File: src/hdl/hsp_pkg.sv
// ----------------------------------------------------------------------------
// hsp_pkg
// Shared types, codes and the half-step coil table for the stepper sequencer.
// ----------------------------------------------------------------------------
`default_nettype none

package hsp_pkg;

    // Width of the position and target registers.
    localparam int POS_WIDTH = 32;

    localparam int ACTION_W = 2;
    localparam int MODE_W   = 3;
    localparam int TARGET_W = 32;
    localparam int PHASE_W  = 3;
    localparam int DIR_W    = 2;
    localparam int COIL_W   = 4;
    localparam int OUTPOS_W = 32;
    localparam int TICK_W   = 32;

    // Stream word widths, padded to whole bytes.
    localparam int S_TDATA_W = 40;
    localparam int M_TDATA_W = 80;

    localparam logic [ACTION_W-1:0] ACT_TICK       = 2'd0;
    localparam logic [ACTION_W-1:0] ACT_SET_MODE   = 2'd1;
    localparam logic [ACTION_W-1:0] ACT_SET_TARGET = 2'd2;

    localparam logic [MODE_W-1:0] MODE_IDLE = 3'd0;
    localparam logic [MODE_W-1:0] MODE_POS  = 3'd1;
    localparam logic [MODE_W-1:0] MODE_FWD  = 3'd2;
    localparam logic [MODE_W-1:0] MODE_BWD  = 3'd3;
    localparam logic [MODE_W-1:0] MODE_HOME = 3'd4;

    localparam logic [DIR_W-1:0] DIR_STOP = 2'b00;
    localparam logic [DIR_W-1:0] DIR_FWD  = 2'b01;
    localparam logic [DIR_W-1:0] DIR_BWD  = 2'b11;

    localparam logic [COIL_W-1:0] COIL_TABLE [8] = '{
        4'h1, 4'h3, 4'h2, 4'h6, 4'h4, 4'hc, 4'h8, 4'h9
    };

    typedef struct packed {
        logic [ACTION_W-1:0] action;
        logic [MODE_W-1:0]   new_mode;
        logic [TARGET_W-1:0] target_position;
        logic                ref_switch;
    } t_item;

    typedef struct packed {
        logic [COIL_W-1:0]   coil_pattern;
        logic [OUTPOS_W-1:0] position;
        logic [DIR_W-1:0]    direction;
        logic [MODE_W-1:0]   mode;
        logic [TICK_W-1:0]   tick_count;
    } t_result;

    // Sign-extend or truncate the 32-bit target to the position width.
    function automatic logic [POS_WIDTH-1:0] target_to_pos(input logic [TARGET_W-1:0] t);
        logic signed [63:0] w;
        w = 64'(signed'(t));
        return w[POS_WIDTH-1:0];
    endfunction

    // Sign-extend or truncate the position register to the 32-bit output.
    function automatic logic [OUTPOS_W-1:0] pos_to_out(input logic [POS_WIDTH-1:0] p);
        logic signed [63:0] w;
        w = 64'(signed'(p));
        return w[OUTPOS_W-1:0];
    endfunction

endpackage

`default_nettype wire

File: src/hdl/stepper_half_step_position_controller.sv
// ----------------------------------------------------------------------------
// stepper_half_step_position_controller
// Half-step sequencer for a unipolar stepper with position, free-run and
// homing modes.
// ----------------------------------------------------------------------------
// Usage: every word on the slave stream is either a tick (tuser = 0), a mode
// command (tuser = 1) or a target command (tuser = 2); tuser = 3 changes
// nothing. Each accepted word gives exactly one result word on the master
// stream carrying the coil pattern, position, last direction, mode and the
// tick count after that word.
// An accepted input word passes through the input register, then the
// sequencer state registers, which also hold the result. Throughput is one
// word per cycle while the receiver keeps tready high; the whole update is a
// signed compare and a position add feeding the state registers.
// A synchronous active-low reset clears the mode to idle, position, target,
// phase, direction and tick count to zero; coil pattern then reads 0x1.
// When the receiver holds tready low the result word stays put, the input
// register fills, and then s_axis tready drops until the result is taken.
// ----------------------------------------------------------------------------
`default_nettype none

module stepper_half_step_position_controller (
    input  wire logic                            i_clk,
    input  wire logic                            i_rst_n,
    input  wire logic                            i_s_axis_tvalid,
    output logic                                 o_s_axis_tready,
    // new_mode[2:0], target_position[34:3], ref_switch[35], zero fill above
    input  wire logic [hsp_pkg::S_TDATA_W-1:0]   i_s_axis_tdata,
    // action[1:0]
    input  wire logic [hsp_pkg::ACTION_W-1:0]    i_s_axis_tuser,
    output logic                                 o_m_axis_tvalid,
    input  wire logic                            i_m_axis_tready,
    // coil_pattern[3:0], position[35:4], direction[37:36], mode[40:38],
    // tick_count[72:41], zero fill above
    output logic [hsp_pkg::M_TDATA_W-1:0]        o_m_axis_tdata
);

    hsp_pkg::t_item   in_item;
    hsp_pkg::t_item   core_item;
    hsp_pkg::t_result core_result;
    logic             core_valid;
    logic             core_ready;

    assign in_item.action          = i_s_axis_tuser;
    assign in_item.new_mode        = i_s_axis_tdata[2:0];
    assign in_item.target_position = i_s_axis_tdata[34:3];
    assign in_item.ref_switch      = i_s_axis_tdata[35];

    hsp_in_stage u_in_stage (
        .i_clk   (i_clk),
        .i_rst_n (i_rst_n),
        .i_valid (i_s_axis_tvalid),
        .o_ready (o_s_axis_tready),
        .i_item  (in_item),
        .o_valid (core_valid),
        .i_ready (core_ready),
        .o_item  (core_item)
    );

    hsp_seq_core u_seq_core (
        .i_clk    (i_clk),
        .i_rst_n  (i_rst_n),
        .i_valid  (core_valid),
        .o_ready  (core_ready),
        .i_item   (core_item),
        .o_valid  (o_m_axis_tvalid),
        .i_ready  (i_m_axis_tready),
        .o_result (core_result)
    );

    assign o_m_axis_tdata = {
        7'd0,
        core_result.tick_count,
        core_result.mode,
        core_result.direction,
        core_result.position,
        core_result.coil_pattern
    };

endmodule

`default_nettype wire

File: src/hdl/hsp_in_stage.sv
// ----------------------------------------------------------------------------
// hsp_in_stage
// Input register slice: captures one word and holds it until the core takes it.
// ----------------------------------------------------------------------------
`default_nettype none

module hsp_in_stage (
    input  wire logic           i_clk,
    input  wire logic           i_rst_n,
    input  wire logic           i_valid,
    output logic                o_ready,
    input  wire hsp_pkg::t_item i_item,
    output logic                o_valid,
    input  wire logic           i_ready,
    output hsp_pkg::t_item      o_item
);

    logic           r_valid;
    hsp_pkg::t_item r_item;

    // The slot frees up in the same cycle the core takes its word.
    assign o_ready = !r_valid || i_ready;
    assign o_valid = r_valid;
    assign o_item  = r_item;

    always_ff @(posedge i_clk) begin
        if (!i_rst_n) begin
            r_valid <= 1'b0;
        end else if (i_valid && o_ready) begin
            r_valid <= 1'b1;
        end else if (i_ready) begin
            r_valid <= 1'b0;
        end
    end

    always_ff @(posedge i_clk) begin
        if (i_valid && o_ready) begin
            r_item <= i_item;
        end
    end

endmodule

`default_nettype wire

File: src/hdl/hsp_seq_core.sv
// ----------------------------------------------------------------------------
// hsp_seq_core
// Sequencer state, next-state logic and the registered result word.
// ----------------------------------------------------------------------------
`default_nettype none

module hsp_seq_core (
    input  wire logic           i_clk,
    input  wire logic           i_rst_n,
    input  wire logic           i_valid,
    output logic                o_ready,
    input  wire hsp_pkg::t_item i_item,
    output logic                o_valid,
    input  wire logic           i_ready,
    output hsp_pkg::t_result    o_result
);

    logic                                r_res_valid;
    logic [hsp_pkg::MODE_W-1:0]          r_mode;
    logic [hsp_pkg::POS_WIDTH-1:0]       r_target;
    logic [hsp_pkg::POS_WIDTH-1:0]       r_pos;
    logic [hsp_pkg::PHASE_W-1:0]         r_phase;
    logic [hsp_pkg::DIR_W-1:0]           r_dir;
    logic [hsp_pkg::TICK_W-1:0]          r_tick;
    logic [hsp_pkg::COIL_W-1:0]          r_coil;

    logic [hsp_pkg::MODE_W-1:0]          n_mode;
    logic [hsp_pkg::POS_WIDTH-1:0]       n_target;
    logic [hsp_pkg::POS_WIDTH-1:0]       n_pos;
    logic [hsp_pkg::PHASE_W-1:0]         n_phase;
    logic [hsp_pkg::DIR_W-1:0]           n_dir;
    logic [hsp_pkg::TICK_W-1:0]          n_tick;
    logic [hsp_pkg::DIR_W-1:0]           tick_dir;
    logic [hsp_pkg::POS_WIDTH-1:0]       tick_base;
    logic                                take;

    assign o_ready = !r_res_valid || i_ready;
    assign take    = i_valid && o_ready;

    // Direction chosen by the mode on a tick.
    always_comb begin
        unique case (r_mode)
            hsp_pkg::MODE_POS: begin
                if ($signed(r_target) > $signed(r_pos)) begin
                    tick_dir = hsp_pkg::DIR_FWD;
                end else if ($signed(r_target) < $signed(r_pos)) begin
                    tick_dir = hsp_pkg::DIR_BWD;
                end else begin
                    tick_dir = hsp_pkg::DIR_STOP;
                end
            end
            hsp_pkg::MODE_FWD:  tick_dir = hsp_pkg::DIR_FWD;
            hsp_pkg::MODE_BWD:  tick_dir = hsp_pkg::DIR_BWD;
            hsp_pkg::MODE_HOME: tick_dir = i_item.ref_switch ? hsp_pkg::DIR_BWD
                                                             : hsp_pkg::DIR_STOP;
            default:            tick_dir = hsp_pkg::DIR_STOP;
        endcase
    end

    // Reaching the reference while homing zeroes the position before the step.
    assign tick_base = (r_mode == hsp_pkg::MODE_HOME && !i_item.ref_switch)
                     ? '0 : r_pos;

    always_comb begin
        n_mode   = r_mode;
        n_target = r_target;
        n_pos    = r_pos;
        n_phase  = r_phase;
        n_dir    = r_dir;
        n_tick   = r_tick;
        unique case (i_item.action)
            hsp_pkg::ACT_TICK: begin
                n_tick  = r_tick + 1'b1;
                n_dir   = tick_dir;
                n_phase = r_phase + {tick_dir[1], tick_dir};
                n_pos   = tick_base
                        + {{(hsp_pkg::POS_WIDTH-hsp_pkg::DIR_W){tick_dir[1]}}, tick_dir};
                if (r_mode == hsp_pkg::MODE_HOME && !i_item.ref_switch) begin
                    n_mode = hsp_pkg::MODE_IDLE;
                end
            end
            hsp_pkg::ACT_SET_MODE: begin
                if (i_item.new_mode <= hsp_pkg::MODE_HOME) begin
                    n_mode = i_item.new_mode;
                end
            end
            hsp_pkg::ACT_SET_TARGET: begin
                n_target = hsp_pkg::target_to_pos(i_item.target_position);
            end
            default: begin
            end
        endcase
    end

    always_ff @(posedge i_clk) begin
        if (!i_rst_n) begin
            r_res_valid <= 1'b0;
            r_mode      <= hsp_pkg::MODE_IDLE;
            r_target    <= '0;
            r_pos       <= '0;
            r_phase     <= '0;
            r_dir       <= hsp_pkg::DIR_STOP;
            r_tick      <= '0;
            r_coil      <= hsp_pkg::COIL_TABLE[0];
        end else begin
            if (take) begin
                r_res_valid <= 1'b1;
                r_mode      <= n_mode;
                r_target    <= n_target;
                r_pos       <= n_pos;
                r_phase     <= n_phase;
                r_dir       <= n_dir;
                r_tick      <= n_tick;
                r_coil      <= hsp_pkg::COIL_TABLE[n_phase];
            end else if (i_ready) begin
                r_res_valid <= 1'b0;
            end
        end
    end

    // The state registers double as the result register: a new word is only
    // taken when no result is held or the previous one leaves in the same cycle.
    assign o_valid               = r_res_valid;
    assign o_result.coil_pattern = r_coil;
    assign o_result.position     = hsp_pkg::pos_to_out(r_pos);
    assign o_result.direction    = r_dir;
    assign o_result.mode         = r_mode;
    assign o_result.tick_count   = r_tick;

    a_tick_counts: assert property (@(posedge i_clk) disable iff (!i_rst_n)
        take && i_item.action == hsp_pkg::ACT_TICK |=> r_tick == $past(r_tick) + 1'b1)
        else $error("tick counter did not advance on a tick");

    a_cmd_no_motion: assert property (@(posedge i_clk) disable iff (!i_rst_n)
        take && i_item.action != hsp_pkg::ACT_TICK
        |=> r_pos == $past(r_pos) && r_phase == $past(r_phase) && r_tick == $past(r_tick))
        else $error("command word moved the motor");

    a_home_reached: assert property (@(posedge i_clk) disable iff (!i_rst_n)
        take && i_item.action == hsp_pkg::ACT_TICK && r_mode == hsp_pkg::MODE_HOME
        && !i_item.ref_switch
        |=> r_pos == '0 && r_mode == hsp_pkg::MODE_IDLE && r_dir == hsp_pkg::DIR_STOP)
        else $error("homing did not settle at the reference");

    a_dir_legal: assert property (@(posedge i_clk) disable iff (!i_rst_n)
        r_dir != 2'b10)
        else $error("direction register holds an illegal step");

    a_coil_matches: assert property (@(posedge i_clk) disable iff (!i_rst_n)
        r_res_valid |-> r_coil == hsp_pkg::COIL_TABLE[r_phase])
        else $error("coil pattern does not match the phase");

endmodule

`default_nettype wire
File: config.mk
export PLATFORM = sky130hd
export DESIGN_NAME = stepper_half_step_position_controller
export DESIGN_NICKNAME = d
export VERILOG_FILES = /design/src/hdl/hsp_pkg.sv /design/src/hdl/stepper_half_step_position_controller.sv /design/src/hdl/hsp_in_stage.sv /design/src/hdl/hsp_seq_core.sv
export SDC_FILE = /design/constraint.sdc
export NUM_CORES = 1
export LEC_CHECK = 0
export BUFFER_PORTS_ARGS = -buffer_cell sky130_fd_sc_hd__buf_2
export CELL_PAD_IN_SITES_DETAIL_PLACEMENT = 1
export CELL_PAD_IN_SITES_GLOBAL_PLACEMENT = 2
export CORE_MARGIN = 2
export CORE_UTILIZATION = 37
export DETAILED_ROUTE_END_ITERATION = 12
export PLACE_DENSITY = 0.93
export SLEW_MARGIN = 30
export SYNTH_ARGS = -nofsm -noshare
export SYNTH_HDL_FRONTEND = slang
export SYNTH_SLANG_ARGS = --single-unit
File: constraint.sdc
create_clock -name i_clk -period 14.8 [get_ports i_clk]
set_clock_uncertainty 0.2 [all_clocks]
set_input_delay 0 -clock i_clk [delete_from_list [all_inputs] [get_ports i_clk]]
set_output_delay 0 -clock i_clk [all_outputs]
set_load 0.1 [all_outputs]
==> flow_metrics.env, run 1 <==
export IMPL_cpPeakStageDelay_ns=0.47
export IMPL_layout_nets=1199
export IMPL_synth_top_cell_by_area="dfxtp_1"
export IMPL_cts_tree="built"
export IMPL_maxCapViolCount=0
export IMPL_met1_usage_pct=25.0
export IMPL_grt_max_degree=75
export IMPL_power_switching_uw=256
export IMPL_met3_usage_pct=4.61
export IMPL_cts_root_buf="clkbuf_16"
export IMPL_clock_sinks=148
export IMPL_fp_row_count=53
export IMPL_drive_above_1_share_pct=15.8
export IMPL_fmax_mhz=176
export IMPL_pwr_share_comb_pct=8.1
export IMPL_synth_seq_area_share_pct=41.8
export IMPL_setup_viol=0
export IMPL_postRouteAntennaNets=0
export IMPL_setup_tns_ns=0
export IMPL_crit_type="reg -> reg"
export IMPL_diodes=0
export IMPL_rsz0062_at_grt="no"
export IMPL_critPathLaunch="u_seq_core.r_pos[7]$_SDFFE_PN0P_"
export IMPL_min_path_type="in -> reg"
export IMPL_cp_max_fo=35
export IMPL_wl_mm=22.2
export IMPL_avgViaCountPerCell=5.18
export IMPL_arrival_ns=5.87
export IMPL_timing_rr_start="u_seq_core.r_pos[7]$_SDFFE_PN0P_"
export IMPL_hp_start="i_s_axis_tdata[1]"
export IMPL_ys_top_cells_by_area="dfxtp_1 28%, edfxtp_1 14%, ha_1 10%"
export IMPL_top_usage_layer="met2"
export IMPL_tightest_slew_ns=0.842
export IMPL_grt_pass1_vias=7168
export IMPL_synth_edff_count=38
export IMPL_pwr_density_cell_nw_per_um2=97.5
export IMPL_h_tree_depth=4
export IMPL_cts_inserted_buffers=17
export IMPL_synthFlopType="dfxtp_1"
export IMPL_drt_iter0_drc=240
export IMPL_hold_worst_slack_ns=0.0710
export IMPL_globalplace_congestion=0.809
export IMPL_drc=0
export IMPL_maxSlewHeadroom_pct=43.9
export IMPL_synth_top_area_share_pct=27.5
export IMPL_outcome="completed"
export IMPL_required_ns=14.98
export IMPL_max_vdd_ir_drop_mv=0.0840
export IMPL_switching_share_pct=26.6
export IMPL_fin_crit_sh_pct=38.5
export IMPL_fp_dieArea_um2=22800
export IMPL_netlist_instances=939
export IMPL_die_w_um=151
export IMPL_coreArea_um2=21200
export IMPL_gr_total_overflow=0
export IMPL_clkTransAtPathRegs_ns=0.07
export IMPL_ys_seq_elements=148
export IMPL_synth_cell_area_um2=8010
export IMPL_routedWlPerCell_um=16.1
export IMPL_clk_path_buf_depth=2
export IMPL_port_buffers=116
export IMPL_grt_use_met2_pct=33.9
export IMPL_track_usage_pct=19.9
export IMPL_antenna_found_initial=0
export IMPL_period_needed_ns=5.70
export IMPL_synth_area_per_cell_um2=8.53
export IMPL_grt_pass1_wl_mm=35.7
export IMPL_path_cells="inv_1 -> ha_1 -> a21oi_1 -> o21ai_1 -> a221oi_1 -> nor3_1 -> o21ai_1 -> o41ai_1 -> or2_4 -> inv_4 -> ha_1 -> a21o_1 -> a21oi_2 -> a211oi_1 -> nor3_2 -> a21oi_1 -> o31ai_2 -> o221ai_1 -> or4_4 -> a311oi_2 -> a31o_1"
export IMPL_cp_start_kind="flip-flop"
export IMPL_start_util_pct=37.8
export IMPL_post_route_util_pct=46.6
export IMPL_ios=128
export IMPL_areaGrowthSynthToFinish_pct=23.1
export IMPL_pwr_share_seq_pct=44.8
export IMPL_async_reset_ff_share_pct=0
export IMPL_p_clk_share_pct=47.1
export IMPL_clock_latency_ns=0.43
export IMPL_critPathSlowestCell="or4_4"
export IMPL_cts_setup_buffers=0
export IMPL_hold_viol=0
export IMPL_die_y_um=151
export IMPL_hpwlAfterDp_mm=15.5
export IMPL_report_final_slew_viol_count=0
export IMPL_ys_warn_count=0
export IMPL_end_kind="flip-flop"
export IMPL_leakage_uw=0.00425
export IMPL_routed_via_count=7116
export IMPL_p_int_uw=705
export IMPL_firstDrtPassIters=5
export IMPL_synth_cell_types=71
-- power groups by stage --
stage	Clock (µW)	Combinational (µW)	Sequential [µW]
floorplan	0	41.8	448
global placement	0	67.6	439
detailed placement	0	68.8	439
CTS	459	77.9	430
global route	477	85.1	431
finish	453	77.9	430
-- worst max-delay path, delay by kind of cell (launching register included) --
family / cells / cell delay [ns]
compound gates: 13 / 2.71
simple gates: 4 / 1.15
fa+ha+maj: 2 / 0.71
buf+inv: 2 / 0.47
flops: 1 / 0.40
-- Yosys cell counts, types with 7 or more instances --
cell type and count:
edfxtp_1 38, a21oi_1 110, xor2_1 32, dfxtp_1 110, xnor2_1 21, nor2_1 102
o21ai_0 24, nor3_1 10, clkbuf_1 29, nand3_1 27, inv_1 48, ha_1 65
buf_4 7, nand4_1 21, a21o_1 21, and3_1 13, nand2_1 153, nor2b_1 8
-- worst paths after layout --
| kind | to | slack (ns) | cells after the start |
|---|---|---|---|
| hold / removal | u_in_stage.o_item[34]$_DFFE_PP_ | 0.07 | 2 |
| hold reg to reg | u_seq_core.r_target[0]$_SDFFE_PN0P_ | 0.26 | 2 |
| setup reg to reg | u_seq_core.r_pos[31]$_SDFFE_PN0P_ | 9.10 | 21 |
| setup / recovery | u_seq_core.r_pos[31]$_SDFFE_PN0P_ | 9.10 | 21 |
-- state kept, by name, summed over array words and instances (netlist names) --
name and flops:
u_in_stage.o_item 38, u_in_stage.o_valid 1, u_seq_core.o_valid 1, u_seq_core.r_coil 4, u_seq_core.r_dir 2, u_seq_core.r_mode 3, u_seq_core.r_phase 3, u_seq_core.r_pos 32
u_seq_core.r_target 32, u_seq_core.r_tick 32
-- kinds of logic (layout without fill, tap and decap cells) --
kind of cell             Yosys count  in the layout  share of synthesized area, %
other                              1              7                        0.0468
AND/OR/NAND/NOR                  369            369                          20.9
XOR/XNOR                          53             53                          5.80
flip-flops                       148            148                          41.8
AO/OA/AOI/OAI                    204            204                          15.2
multiplexers                       6              6                         0.750
buffers and inverters             91            245                          4.88
adder cells (fa/ha/maj)           67             67                          10.7
-- stage by stage --
step	worst slack, ns	cells	total power, µW	cell area (µm²)
after floorplan	9.30	945	490	8030
after global placement	9.26	1300	506	8810
after detailed placement	9.18	1300	508	8810
after CTS	9.15	1374	967	9850
after global routing	8.77	1374	993	9860
final	9.10	1374	961	9860
-- placed cells by master (no fill, tap or decap), drive strengths merged, types with 7 or more instances in the layout --
cell and count:
a21o 21, and3 13, a21oi 111, xor2 32, nand4 21, nor3 11
o21ai 29, nor2b 8, xnor2 21, nor2 103, ha 65, edfxtp 38
buf 121, nand2 154, conb 7, dfxtp 110, nand3 27, clkbuf 20
inv 57, dlygate4sd3 42
-- layout make-up --
| type | instances | area, µm² |
|---|---|---|
| Timing Repair Buffer | 163 | 1040 |
| Clock buffer | 20 | 500 |
| Fill cell | 2487 | 11300 |
| Sequential cell | 148 | 3340 |
| Tap cell | 275 | 344 |
| Inverter | 50 | 191 |
| Multi-Input combinational cell | 706 | 4320 |
| Clock inverter | 12 | 123 |
-- per-layer routing --
metal / vias up / part of all wire [%]
met5: - / 0
met4: 0 / 1.8
met3: 33 / 4.6
met2: 128 / 48
met1: 3419 / 46
li1: 3536 / -
-- repair_timing --
action                    4_1_cts  5_1_grt
hold endpoints to repair       48        0
hold buffers                   42        0
gates resized for setup         0        0
(Power assumes the default switching activity.)
==> run 2: changes to the inputs <==
--- a/config.mk
+++ b/config.mk
@@ -9,9 +9,9 @@
 export CELL_PAD_IN_SITES_DETAIL_PLACEMENT = 1
 export CELL_PAD_IN_SITES_GLOBAL_PLACEMENT = 2
 export CORE_MARGIN = 2
-export CORE_UTILIZATION = 37
+export CORE_UTILIZATION = 31
 export DETAILED_ROUTE_END_ITERATION = 12
-export PLACE_DENSITY = 0.93
+export PLACE_DENSITY = 0.84
 export SLEW_MARGIN = 30
 export SYNTH_ARGS = -nofsm -noshare
 export SYNTH_HDL_FRONTEND = slang
==> constraint.sdc (replaced) <==
create_clock -name i_clk -period 5.2 [get_ports i_clk]
set_clock_uncertainty 0.2 [all_clocks]
set_input_delay 0 -clock i_clk [delete_from_list [all_inputs] [get_ports i_clk]]
set_output_delay 0 -clock i_clk [all_outputs]
set_load 0.1 [all_outputs]
==> flow_metrics.env, run 2 (synthesized netlist as in run 1, its figures left out) <==
export IMPL_outcome="completed"
export IMPL_drive_above_1_share_pct=20.5
export IMPL_die_w_um=165
export IMPL_h_tree_depth=4
export IMPL_holdPathStages=2
export IMPL_p_clk_share_pct=45.7
export IMPL_layout_nets=1213
export IMPL_wl_mm=23.5
export IMPL_routedWlPerCell_um=16.3
export IMPL_maxSlewHeadroom_pct=38.3
export IMPL_required_ns=5.36
export IMPL_fillCellCount=3055
export IMPL_pwr_share_comb_pct=8.6
export IMPL_fmax_mhz=206
export IMPL_track_usage_pct=18.0
export IMPL_end_kind="flip-flop"
export IMPL_gr_total_overflow=0
export IMPL_largest_reg_flops=38
export IMPL_p_int_uw=1960
export IMPL_cp_max_fo=16
export IMPL_hpwlAfterDp_mm=17.1
export IMPL_arrival_ns=5.02
export IMPL_min_path_type="in -> reg"
export IMPL_drt_iter0_drc=239
export IMPL_firstDrtPassIters=4
export IMPL_max_vdd_ir_drop_mv=0.151
export IMPL_placed_cell_area_um2=8990
export IMPL_layout_common_cells="153 x nand2_1, 116 x buf_2, 107 x a21oi_1"
export IMPL_pwr_share_seq_pct=45.8
export IMPL_setup_ws_ns=0.343
export IMPL_postRouteAntennaNets=0
export IMPL_cp_start_kind="flip-flop"
export IMPL_hold_viol=0
export IMPL_p_total_uw=2680
export IMPL_diodes=0
export IMPL_report_final_slew_viol_count=0
export IMPL_clock_sinks=148
export IMPL_setup_tns_ns=0
export IMPL_fp_dieArea_um2=27100
export IMPL_grt_max_degree=64
export IMPL_fp_row_count=58
export IMPL_drc=0
export IMPL_place_ws_ns=0.00789
export IMPL_fin_crit_sh_pct=93.4
export IMPL_tightest_slew_ns=0.921
export IMPL_grt_pass1_vias=7387
export IMPL_globalplace_congestion=0.805
export IMPL_grt_pass1_wl_mm=38.4
export IMPL_areaGrowthSynthToFinish_pct=25.9
export IMPL_clk_path_buf_depth=2
export IMPL_antenna_found_initial=0
export IMPL_hold_worst_slack_ns=0.0800
export IMPL_clkTransAtPathRegs_ns=0.07
export IMPL_port_buffers=116
export IMPL_switching_share_pct=26.8
export IMPL_cts_tree="built"
export IMPL_pwr_density_cell_nw_per_um2=266
export IMPL_ios=128
export IMPL_final_cell_area_um2=10100
export IMPL_coreArea_um2=25300
export IMPL_start_util_pct=31.7
export IMPL_cts_root_buf="clkbuf_16"
export IMPL_routed_via_count=7176
export IMPL_period_needed_ns=4.86
export IMPL_setup_viol=0
export IMPL_crit_type="reg -> reg"
export IMPL_r2r_cells=20
export IMPL_r2r_setup_slack_ns=0.34
export IMPL_maxCapViolCount=0
export IMPL_leakage_uw=0.00433
export IMPL_final_common_cell="nand2_1"
export IMPL_avgViaCountPerCell=4.97
export IMPL_power_switching_uw=717
export IMPL_cts_inserted_buffers=17
export IMPL_die_y_um=165
export IMPL_clock_latency_ns=0.43
-- run 2: cell types whose count changed in the layout (fill, tap and decap cells not counted), sizes merged --
cell | before | now
buf | 121 | 135
clkbuf | 20 | 17
inv | 57 | 59
bufinv | 0 | 1
-- run 2: power groups by stage --
stage                     registers [µW]  clock network, µW  logic (µW)
final                               1230               1220         230
after global placement              1250                  0         198
after detailed placement            1250                  0         201
after floorplan                     1280                  0         119
after CTS                           1230               1260         226
after global routing                1230               1300         251
-- run 2: worst paths after layout --
check | startpoint | endpoint
worst max register to register | u_seq_core.r_pos[27]$_SDFFE_PN0P_ | u_seq_core.r_pos[31]$_SDFFE_PN0P_
worst min-delay path | i_s_axis_tuser[0] | u_in_stage.o_item[36]$_DFFE_PP_
worst min register to register | u_seq_core.r_coil[3]$_SDFFE_PN0P_ | u_seq_core.r_coil[3]$_SDFFE_PN0P_
worst max-delay path | u_seq_core.r_pos[27]$_SDFFE_PN0P_ | u_seq_core.r_pos[31]$_SDFFE_PN0P_
-- run 2: stage by stage --
| step | util (%) | std cells |
|---|---|---|
| after floorplan | - | 945 |
| after global placement | 35.6 | 1366 |
| after detailed placement | 35.6 | 1366 |
| after CTS | 39.6 | 1440 |
| after global routing | 39.9 | 1443 |
| final | 39.9 | 1443 |
-- run 2: what timing repair did --
action / in CTS / in global routing
hold buffers: 42 / 0
pin swaps: 1 / 8
endpoints found under the setup margin: 2 / 12
hold endpoints to repair: 48 / 0
buffers inserted: 0 / 3
gates resized for setup: 1 / 13
-- run 2: critical path: stages (launching register included) --
cell,delay [ns]
dfxtp_2,0.34
inv_1,0.06
ha_1,0.31
nand4_1,0.22
or4_4,0.58
a21oi_1,0.13
o21ai_1,0.09
o41ai_2,0.08
or2_4,0.23
inv_4,0.08
buf_4,0.21
ha_1,0.33
a21o_1,0.18
a21o_1,0.18
a21oi_2,0.17
nand2_1,0.12
o31ai_4,0.31
o221ai_2,0.16
or4_4,0.44
a311oi_2,0.21
a31o_1,0.14
-- run 2: cell type report --
| type | instances | area (µm²) | share of cell area, % |
|---|---|---|---|
| clock buffers | 17 | 425 | 4.22 |
| clock inverters | 15 | 143 | 1.41 |
| inverters | 50 | 191 | 1.90 |
| flip-flops and latches | 148 | 3380 | 33.5 |
| multi-input cells | 706 | 4390 | 43.5 |
| repair buffers | 177 | 1140 | 11.3 |
| well taps | 330 | 413 | 4.10 |
-- run 2: routing by layer --
layer | part of all wire (%) | routed length [µm] | GRT usage [%]
met5 | 0 | 0 | 0
met4 | 1.5 | 362 | 5.26
met3 | 3.4 | 805 | 3.34
met2 | 49 | 11400 | 31.2
met1 | 46 | 10900 | 22.9
